## config.mk

```make
export PLATFORM = sky130hd
export DESIGN_NAME = sfm_queue
export DESIGN_NICKNAME = d
export VERILOG_FILES = /design/src/rtl/sfm_pkg.sv /design/src/rtl/sfm_queue.sv
export VERILOG_INCLUDE_DIRS = /design/src /design/src/rtl
export SDC_FILE = /design/constraint.sdc
export NUM_CORES = 1
export LEC_CHECK = 0
export ABC_CLOCK_PERIOD_IN_PS = 22100
export BUFFER_PORTS_ARGS = -buffer_cell sky130_fd_sc_hd__buf_2
export CORE_AREA = 2 2 259 261
export CTS_CLUSTER_DIAMETER = 150
export DETAILED_ROUTE_END_ITERATION = 10
export DIE_AREA = 0 0 261 263
export GPL_TIMING_DRIVEN = 0
export MAX_ROUTING_LAYER = met4
export PLACE_DENSITY = 0.64
export SLEW_MARGIN = 20
export SYNTH_ARGS = -nofsm -noshare
export SYNTH_HDL_FRONTEND = slang
export SYNTH_SLANG_ARGS = --single-unit
```

## constraint.sdc

```tcl
create_clock -name clk -period 22.1 [get_ports clk]
set_clock_uncertainty 0.15 [all_clocks]
set_input_delay 2.21 -clock clk [delete_from_list [all_inputs] [get_ports clk]]
set_output_delay 2.21 -clock clk [all_outputs]
set_load 0.005 [all_outputs]
```

## src/rtl/series_fit_metrics_defines.svh

```systemverilog
// Assertion macros shared by the series fit metrics RTL.
`ifndef SERIES_FIT_METRICS_DEFINES_SVH
`define SERIES_FIT_METRICS_DEFINES_SVH

// Same-cycle implication, checked outside reset.
`define SFM_ASSERT_NOW(lbl, ante, cons, msg) \
  lbl: assert property (@(posedge clk) disable iff (rst) (ante) |-> (cons)) else $error(msg);

// Next-cycle implication, checked outside reset.
`define SFM_ASSERT_NXT(lbl, ante, cons, msg) \
  lbl: assert property (@(posedge clk) disable iff (rst) (ante) |=> (cons)) else $error(msg);

`endif

```

## src/rtl/sfm_pkg.sv

```systemverilog
// Shared types and constants for the series fit metrics block.
`default_nettype none
package sfm_pkg;

  localparam int SFM_MAX_SAMPLES = 4096;
  localparam int SFM_XW = 24;   // sample width
  localparam int SFM_NW = 13;   // pair count
  localparam int SFM_SW = 36;   // plain sums
  localparam int SFM_QW = 59;   // sums of squares
  localparam int SFM_CW = 60;   // cross sum
  localparam int SFM_EW = 62;   // squared error sum
  localparam int SFM_MW = 76;   // serial multiplier operand
  localparam int SFM_PW = 2 * SFM_MW;
  localparam int SFM_LW = 17;   // Q1.16 loss
  localparam int SFM_RW = 23;   // rmse
  localparam int SFM_QDEPTH = 2;
  localparam int SFM_QCW = $clog2(SFM_QDEPTH + 1);

  localparam logic [SFM_LW-1:0] SFM_ONE = 17'd65536;

  typedef enum logic [1:0] {
    ST_OK       = 2'd0,
    ST_OBS_ZERO = 2'd1,
    ST_SIM_ZERO = 2'd2,
    ST_OVERFLOW = 2'd3
  } status_t;

  // Finished sums of one series.
  typedef struct packed {
    logic                     ovf;
    logic [SFM_NW-1:0]        n;
    logic signed [SFM_SW-1:0] sx;
    logic signed [SFM_SW-1:0] sy;
    logic [SFM_QW-1:0]        qx;
    logic [SFM_QW-1:0]        qy;
    logic signed [SFM_CW-1:0] c;
    logic [SFM_EW-1:0]        e;
  } snap_t;

  typedef struct packed {
    logic  valid;
    snap_t snap;
  } push_t;

  typedef struct packed {
    logic  valid;
    snap_t snap;
  } head_t;

endpackage
`default_nettype wire

```

## src/rtl/sfm_queue.sv

```systemverilog
// Short queue of finished series sums between intake and math engine.
`default_nettype none
module sfm_queue import sfm_pkg::*; (
  input  wire logic               clk,
  input  wire logic               rst,
  input  wire push_t              push,
  output logic [SFM_QCW-1:0]      q_free,
  output head_t                   head,
  input  wire logic               pop
);

  localparam int PW = (SFM_QDEPTH > 1) ? $clog2(SFM_QDEPTH) : 1;

  snap_t               mem [SFM_QDEPTH];
  logic [PW-1:0]       wp, rp;
  logic [SFM_QCW-1:0]  count;
  logic                do_pop;

  assign do_pop = pop & (count != '0);
  assign q_free = SFM_QCW'(SFM_QDEPTH) - count;
  assign head.valid = count != '0;
  assign head.snap = mem[rp];

  // Advance pointers and count
  always_ff @(posedge clk) begin
    if (rst) begin
      wp <= '0;
      rp <= '0;
      count <= '0;
    end else begin
      if (push.valid) wp <= (wp == PW'(SFM_QDEPTH - 1)) ? '0 : wp + PW'(1);
      if (do_pop) rp <= (rp == PW'(SFM_QDEPTH - 1)) ? '0 : rp + PW'(1);
      count <= count + SFM_QCW'(push.valid) - SFM_QCW'(do_pop);
    end
    if (push.valid) mem[wp] <= push.snap;
  end

`include "series_fit_metrics_defines.svh"
  `SFM_ASSERT_NOW(a_no_push_full, count == SFM_QCW'(SFM_QDEPTH), !push.valid, "push into full queue")
  `SFM_ASSERT_NXT(a_count_up, push.valid && !do_pop, count == $past(count) + SFM_QCW'(1), "queue count lost a push")

endmodule
`default_nettype wire

```

==> key figures, run 1 <==
Status
  – Outcome: complete, no violations

Global route
  – Vias in the first global route: 13574
  – GRT Util Overall: 16.4%
  – Pin count of the biggest net entering global routing: 55
  – First-pass GRT wire length: 81.1 mm
  – Grt total ovfl: 0
  – Initial antenna violation count: 22

Layout
  – Area of the multi-input gates: roughly 0.0043 mm2
  – Area grow syn2layout: 30.1%
  – FILL cells: 5539
  – Share of layout cells above drive strength 1: 61.9%
  – FF/Latch Area: 0.0197 mm2
  – Nets: 2128

Synth
  – YS warnings: 0
  – Largest cells by area after synthesis: edfxtp_1 (81%), mux2_4 (8.7%), mux2_2 (8.6%)
  – Mux contribution to synthesized area: roughly 17%
  – Cell count after synthesis: 1040
  – Register area share after synthesis: 81.0%
  – Cell taking the most area after synthesis: edfxtp_1
  – Post-Synth Simple-Gate Area: 0.165%
  – Compound-Gate Fraction of Synth Area: 0%
  – Share of the synthesized area in the top cell type: 80.6%
  – Adder-cell area share of the yosys netlist: 0.154%
  – Yosys cell types: 13
  – Synth Area in XOR/XNOR: 0.144%
  – #FFs+latches synth: 657
  – Combinational family with the most area after synthesis: multiplexers
  – Post-synthesis net count: 1373
  – Avg Inst Size Synth: around 23 um2
  – Synthesized area: 0.0243 mm2

Power
  – Total power: 3310 uW
  – Peak VDD IR: 0.0723 mV
  – PD cells: 105 mW/mm2
  – Leak: around 0.012 uW

Floorplan
  – Core ar.: 0.0656 mm2
  – Die height: ~260 um
  – Std cell rows: 94
  – Initial Utilization: 37.0%
  – DIE WIDTH: 261 um
  – DIE AREA: 0.0686 mm2
  – Ports: 659

Clock tree
  – Postcts setup bufs: 0
  – Worst skew pair latency: slightly below 600 ps
  – CTS Buffer Depth: 3
  – Reg clk slew, reported paths: 60 ps
  – Clk root buf: clkbuf_16
  – CTS tree: yes
  – Hold buffer count at CTS: 0
  – CTS HTree Levels: 3
  – Post_cts resized: 0
  – Total CTS buffers: 71
  – Clock Sinks: 657

Worst setup path
  – Worst Setup Start Kind: flop
  – Worst path most repeated cell: buf_2
  – Reg-to-reg critical path endpoint: mem[1][186]
  – R2r worst-path depth: 4
  – CP peak stage delay: approximately 400 ps
  – Crit path max-delay cell type: buf_2
  – CP arrival: ~2100 ps
  – Reg2Reg Launch Point: wp
  – Data required, critical path: 19740 ps
  – Type of element capturing the critical path: primary output
  – Critical-path cell list: buf_2, buf_2, mux2_2, buf_2
  – Critical Setup Path Class: flop to primary output
  – Buf/Inv on CP: 3
  – Reg2reg setup slack: 19780 ps
  – Crit path max fanout: 10
  – CP Depth: 4
  – Delay-heaviest family, CP: buffers and inverters

STA
  – Setup TNS: 0 ps
  – Fin. Hold Viols: 0
  – Minimum clock period: 4500 ps
  – Tightest Pin Transition: between 300 and 400 ps
  – Unrepaired setup endpoints after global routing: no
  – Max-slew headroom: about 74%
  – Final period util: about a fifth
  – Final Max Slew Viols: 0
  – Final setup fails: 0
  – Fmax: 0.222 GHz

Drt
  – DRT antenna net count: 0
  – Wire length per cell: 20.6 um
  – Drt first-iter violations: 649
  – DRC viols: 0
  – Vias: around 13000
  – Vias per inst: about 4.6
  – TritonRoute pass-1 iters: 4
  – Routed WL: 56.5 mm

Job
  – Max-cap violations: 0

Min path
  – Hold Crit Start: rp
  – Hold Path Cell Cnt: 2
  – WHS Endpoint: rp
  – Hold Path Class: flop to flop

Place
  – Number of port buffers: 658
  – GPL Wtd Cong: 0.806
  – DP Wirelength: 41.1 mm
## cells by family after synthesis
kind of cell               Yosys count
DFF                                657
muxes                              326
buffers and inverters               42
and+or+nand+nor                      8
xor gates and xnor gates             4
adders and majority gates            3
## placed cells by master (no fill, tap or decap), types with 3 or more instances in the layout
cell	instances
dfxtp_1	5
clkinv_1	16
mux2_4	140
mux2_2	186
clkbuf_1	15
bufinv_16	5
buf_2	677
edfxtp_1	652
xnor2_1	4
buf_6	16
clkinv_4	3
inv_1	5
clkbuf_16	74
diode_2	19
buf_16	13
nor2_1	4
buf_12	11
clkinv_2	11
ha_1	3
## layer usage
metal  share of wire (%)  global-route usage, %
met5                   0                      -
met4                 3.6                   7.79
met3                 8.1                   5.16
met2                  51                   27.6
met1                  37                   17.5
## how the worst max path moves through the flow
stage               from     endpoint  slack, ps
5_1_grt             flop    head[140]      17390
2_1_floorplan  push[326]    mem[0][0]       4680
4_1_cts             flop    head[140]      17450
3_5_place_dp   push[326]  mem[1][246]      17820
6_report            flop    head[140]      17600
3_3_place_gp   push[326]  mem[0][240]      -4180
## where the power goes
group | internal, uW | leakage [uW] | total [uW] | switching (uW)
Clock | 681 | 0.00113 | 1150 | 473
Combinational | 366 | 0.00481 | 686 | 320
Sequential | 1460 | 0.00616 | 1470 | 16.9
Total | 2500 | 0.0121 | 3310 | 811
## stage by stage
step / area, um2 / util [%] / hold slack, ps / setup slack (ps) / cells
after floorplan: 24300 / - / 331 / 4680 / 1040
after global placement: 28700 / 43.7 / 349 / -4180 / 2562
after detailed placement: 29300 / 44.6 / 365 / 17820 / 2586
after CTS: 31600 / 48.1 / 380 / 17450 / 2717
after global routing: 31600 / 48.2 / 427 / 17390 / 2736
final: 31600 / 48.2 / 378 / 17600 / 2736
## Yosys cell counts
cell / instances
edfxtp_1: 652
mux2_2: 186
mux2_4: 140
buf_2: 19
buf_6: 16
dfxtp_1: 5
inv_1: 5
nor2_1: 4
xnor2_1: 4
ha_1: 3
nor2b_1: 3
buf_4: 2
and2_1: 1
## flip-flops by register name (all words and copies together) (netlist names), named ones only
name	cells
rp	1
wp	1
count	2
mem	652
## tightest hold or removal path: cells and delay by family, from the launching register on
family                    cells  cell delay [ps]
DFF                           1              320
xor gates and xnor gates      1               90
and+or+nand+nor               1               80
## area by class of cell
type | count | area share (%)
Antenna cell | 19 | 0.150
Buffer | 37 | 0.918
Clock buffer | 90 | 6.08
Clock inverter | 41 | 1.24
Inverter | 5 | 0.0594
Multi-Input combinational cell | 341 | 13.7
Sequential cell | 657 | 62.2
Tap cell | 864 | 3.42
Timing Repair Buffer | 682 | 12.2
Power figures use the tool's default switching activity.
==> run 2, diff against run 1 <==
- ABC_CLOCK_PERIOD_IN_PS: 22100 -> 4600
- clock period: 22.1 -> 4.6 ns (I/O delays scaled with it)
==> run 2 against run 1 <==
Compared with the run above: worst hold slack lost 170 ps; power grew to 4.9 times the previous value; clock-buffer cell count shrank 8; non-clock buffer count grew 326; setup slack lost 16000 ps; flip-flop and latch count is the same; clock power grew to 4.7 times the previous value; register-to-register slack lost 18000 ps; final cell count grew 11%; via count grew 11%.
==> key figures, run 2 (synthesis gave the netlist of run 1 again) <==
Status
  – Outcome: complete, no violations (unchanged)

Worst setup path
  – Crit path max fanout: 10 (unchanged)
  – R2r worst-path depth: 6 (was 4)
  – Worst path most repeated cell: buf_2 (unchanged)
  – Crit path max-delay cell type: mux2_2 (was buf_2)
  – Type of element capturing the critical path: primary output (unchanged)
  – Critical-path cell list: buf_4, buf_2, mux2_2, buf_2 (was buf_2, buf_2, mux2_2, buf_2)
  – Reg-to-reg critical path endpoint: mem[0][269] (was mem[1][186])
  – Reg2reg setup slack: 2220 ps (was 19780 ps)
  – CP arrival: 2220 ps (was 2140 ps)
  – Data required, critical path: 3990 ps (was 19740 ps)
  – Worst Setup Start Kind: flop (unchanged)
  – CP peak stage delay: 490 ps (was 400 ps)
  – Reg2Reg Launch Point: wp (unchanged)
  – Critical Setup Path Class: flop to primary output (unchanged)

Global route
  – Vias in the first global route: 15184 (was 13574)
  – Initial antenna violation count: 9 (was 22)
  – Grt total ovfl: 0 (unchanged)
  – GRT Util Overall: 17.4% (was 16.4%)
  – Pin count of the biggest net entering global routing: 52 (was 55)
  – First-pass GRT wire length: 87.9 mm (was 81.1 mm)

Layout
  – Post-route cell area: 0.0347 mm2 (was 0.0316 mm2)
  – Biggest regs: mem: 652 flops, count: 2 flops (unchanged)
  – FILL cells: 5215 (was 5539)
  – Top reg by flops: mem (unchanged)
  – Nets: 2454 (was 2128)
  – Commonest cells after routing, fill and taps aside: buf_2 (677), edfxtp_1 (652), dlygate4sd3_1 (328) (was buf_2 (677), edfxtp_1 (652), mux2_2 (186))
  – Post-Layout Cell Count: 3043 (was 2736)
  – Commonest non-fill, non-tap cell in the layout: buf_2 (unchanged)
  – Area grow syn2layout: 42.8% (was 30.1%)
  – Max reg flops: 652 (unchanged)
  – Area of the multi-input gates: 0.00432 mm2 (unchanged)
  – Share of layout cells above drive strength 1: 52.5% (was 61.9%)
  – FF/Latch Area: 0.0197 mm2 (unchanged)
  – Final core occ: 52.9% (was 48.2%)

Floorplan
  – Std cell rows: 94 (unchanged)
  – DIE AREA: 0.0686 mm2 (unchanged)
  – Die height: 263 um (unchanged)
  – Core ar.: 0.0656 mm2 (unchanged)
  – DIE WIDTH: 261 um (unchanged)
  – Initial Utilization: 37.0% (unchanged)
  – Ports: 659 (unchanged)

Power
  – Leak: 0.0134 uW (was 0.0121 uW)
  – Flop pwr share: 44.0% (was 44.5%)
  – PD cells: 464 mW/mm2 (was 105 mW/mm2)
  – Logic pwr share: 22.1% (was 20.7%)
  – Clock power frac: 33.9% (was 34.8%)
  – Int Power: 12100 uW (was 2500 uW)
  – Peak VDD IR: 0.324 mV (was 0.0723 mV)
  – Sw Share: 24.7% (was 24.5%)
  – Switching Power: 3990 uW (was 811 uW)

STA
  – Fmax: roughly 0.35 GHz
  – Final setup fails: 0 (unchanged)
  – Tightest Pin Transition: 541 ps (was 396 ps)
  – Fin. Hold Viols: 0 (unchanged)
  – Setup TNS: 0 ps (unchanged)
  – Final Max Slew Viols: 0 (unchanged)
  – Max-slew headroom: 63.9% (was 73.6%)
  – Unrepaired setup endpoints after global routing: no (unchanged)
  – Minimum clock period: 2830 ps
  – Final period util: 61.5%
  – Min setup slack post-route: 1770 ps (was 17600 ps)

Clock tree
  – Clk root buf: clkbuf_16 (unchanged)
  – Postcts setup bufs: 0 (unchanged)
  – CTS HTree Levels: 3 (unchanged)
  – Reg clk slew, reported paths: 60 ps (about the same)
  – CTS tree: yes (unchanged)
  – Worst skew pair latency: 590 ps (was 580 ps)
  – Clock Sinks: 657 (unchanged)
  – Total CTS buffers: 71 (unchanged)
  – Post_cts resized: 0 (unchanged)
  – CTS Buffer Depth: 3 (unchanged)

Min path
  – Hold Crit Start: pop (was rp)
  – Hold Path Cell Cnt: 4 (was 2)
  – Hold Path Class: primary input to flop (was flop to flop)

Place
  – DP Wirelength: 41.8 mm (was 41.1 mm)
  – GPL Wtd Cong: 0.790 (was 0.806)
  – Number of port buffers: 658 (unchanged)
  – Dpl ws: 1900 ps (was 17820 ps)
  – Placed Instances: 2584 (was 2586)
  – Placed Area: 0.0292 mm2 (was 0.0293 mm2)

Drt
  – Routed WL: 60.4 mm (was 56.5 mm)
  – M1 WL: 22.8 mm (was 20.8 mm)
  – Vias per inst: 4.57 (was 4.58)
  – DRT antenna net count: 0 (unchanged)
  – Drt first-iter violations: 834 (was 649)
  – Wire length per cell: 19.8 um (was 20.6 um)
  – Met2 WL post-DR: 31.2 mm (was 29.1 mm)
  – Highest metal used: met4 (unchanged)
  – DRC viols: 0 (unchanged)
  – Routed met3 length: 4.37 mm (was 4.59 mm)
  – Vias: 13909 (was 12529)
  – TritonRoute pass-1 iters: 7 (was 4)

Job
  – Max-cap violations: 0 (unchanged)
[run 2: critical path: cells and delay by family, from the launching register on]
family	cells	cell delay, ps
buffers and inverters	3	810
multiplexers	1	490
flip-flops	1	320
[run 2: area by class of cell]
cell class                      count  share of cell area (%)
Buffer                             37                   0.836
Timing Repair Buffer             1008                    20.4
Antenna cell                        9                  0.0649
Multi-Input combinational cell    341                    12.4
Tap cell                          864                    3.11
Inverter                            5                  0.0541
Clock buffer                       82                    5.24
Sequential cell                   657                    56.7
Clock inverter                     40                    1.15
[run 2: metrics by stage]
stage	hold slack [ps]	total power, uW
after global placement	350	10500
after CTS	169	16300
after floorplan	331	9140
after detailed placement	356	10600
after global routing	209	16800
final	208	16100
[run 2: per-layer routing]
| metal | vias up | global-route usage [%] |
|---|---|---|
| met2 | 499 | 30.2 |
| met4 | 0 | 6.88 |
| met3 | 128 | 4.73 |
| li1 | 6356 | - |
| met1 | 6926 | 18.9 |
| met5 | - | - |
[run 2: repair_timing]
| action | in CTS | in global routing |
|---|---|---|
| hold endpoints to repair | 657 | 0 |
| setup endpoints to repair | 0 | 0 |
| hold buffers | 328 | 0 |
[run 2: how the worst max path moves through the flow]
stage / slack [ps] / cells after the start / to / startpoint
finish: 1770 / 4 / head[1] / flop
detailed placement: 1900 / 7 / mem[0][312] / push[326]
floorplan: -1320 / 1 / mem[0][0] / push[326]
CTS: 1660 / 4 / head[1] / flop
global route: 1650 / 4 / head[1] / flop
global placement: -4240 / 2 / mem[0][269] / push[326]
[run 2: power by group through the flow]
stage | Combinational (uW) | Clock, uW | Sequential [uW]
floorplan | 1890 | 0 | 7240
global placement | 3240 | 0 | 7290
detailed placement | 3350 | 0 | 7210
CTS | 3600 | 5600 | 7090
global route | 3800 | 5840 | 7110
finish | 3560 | 5460 | 7090
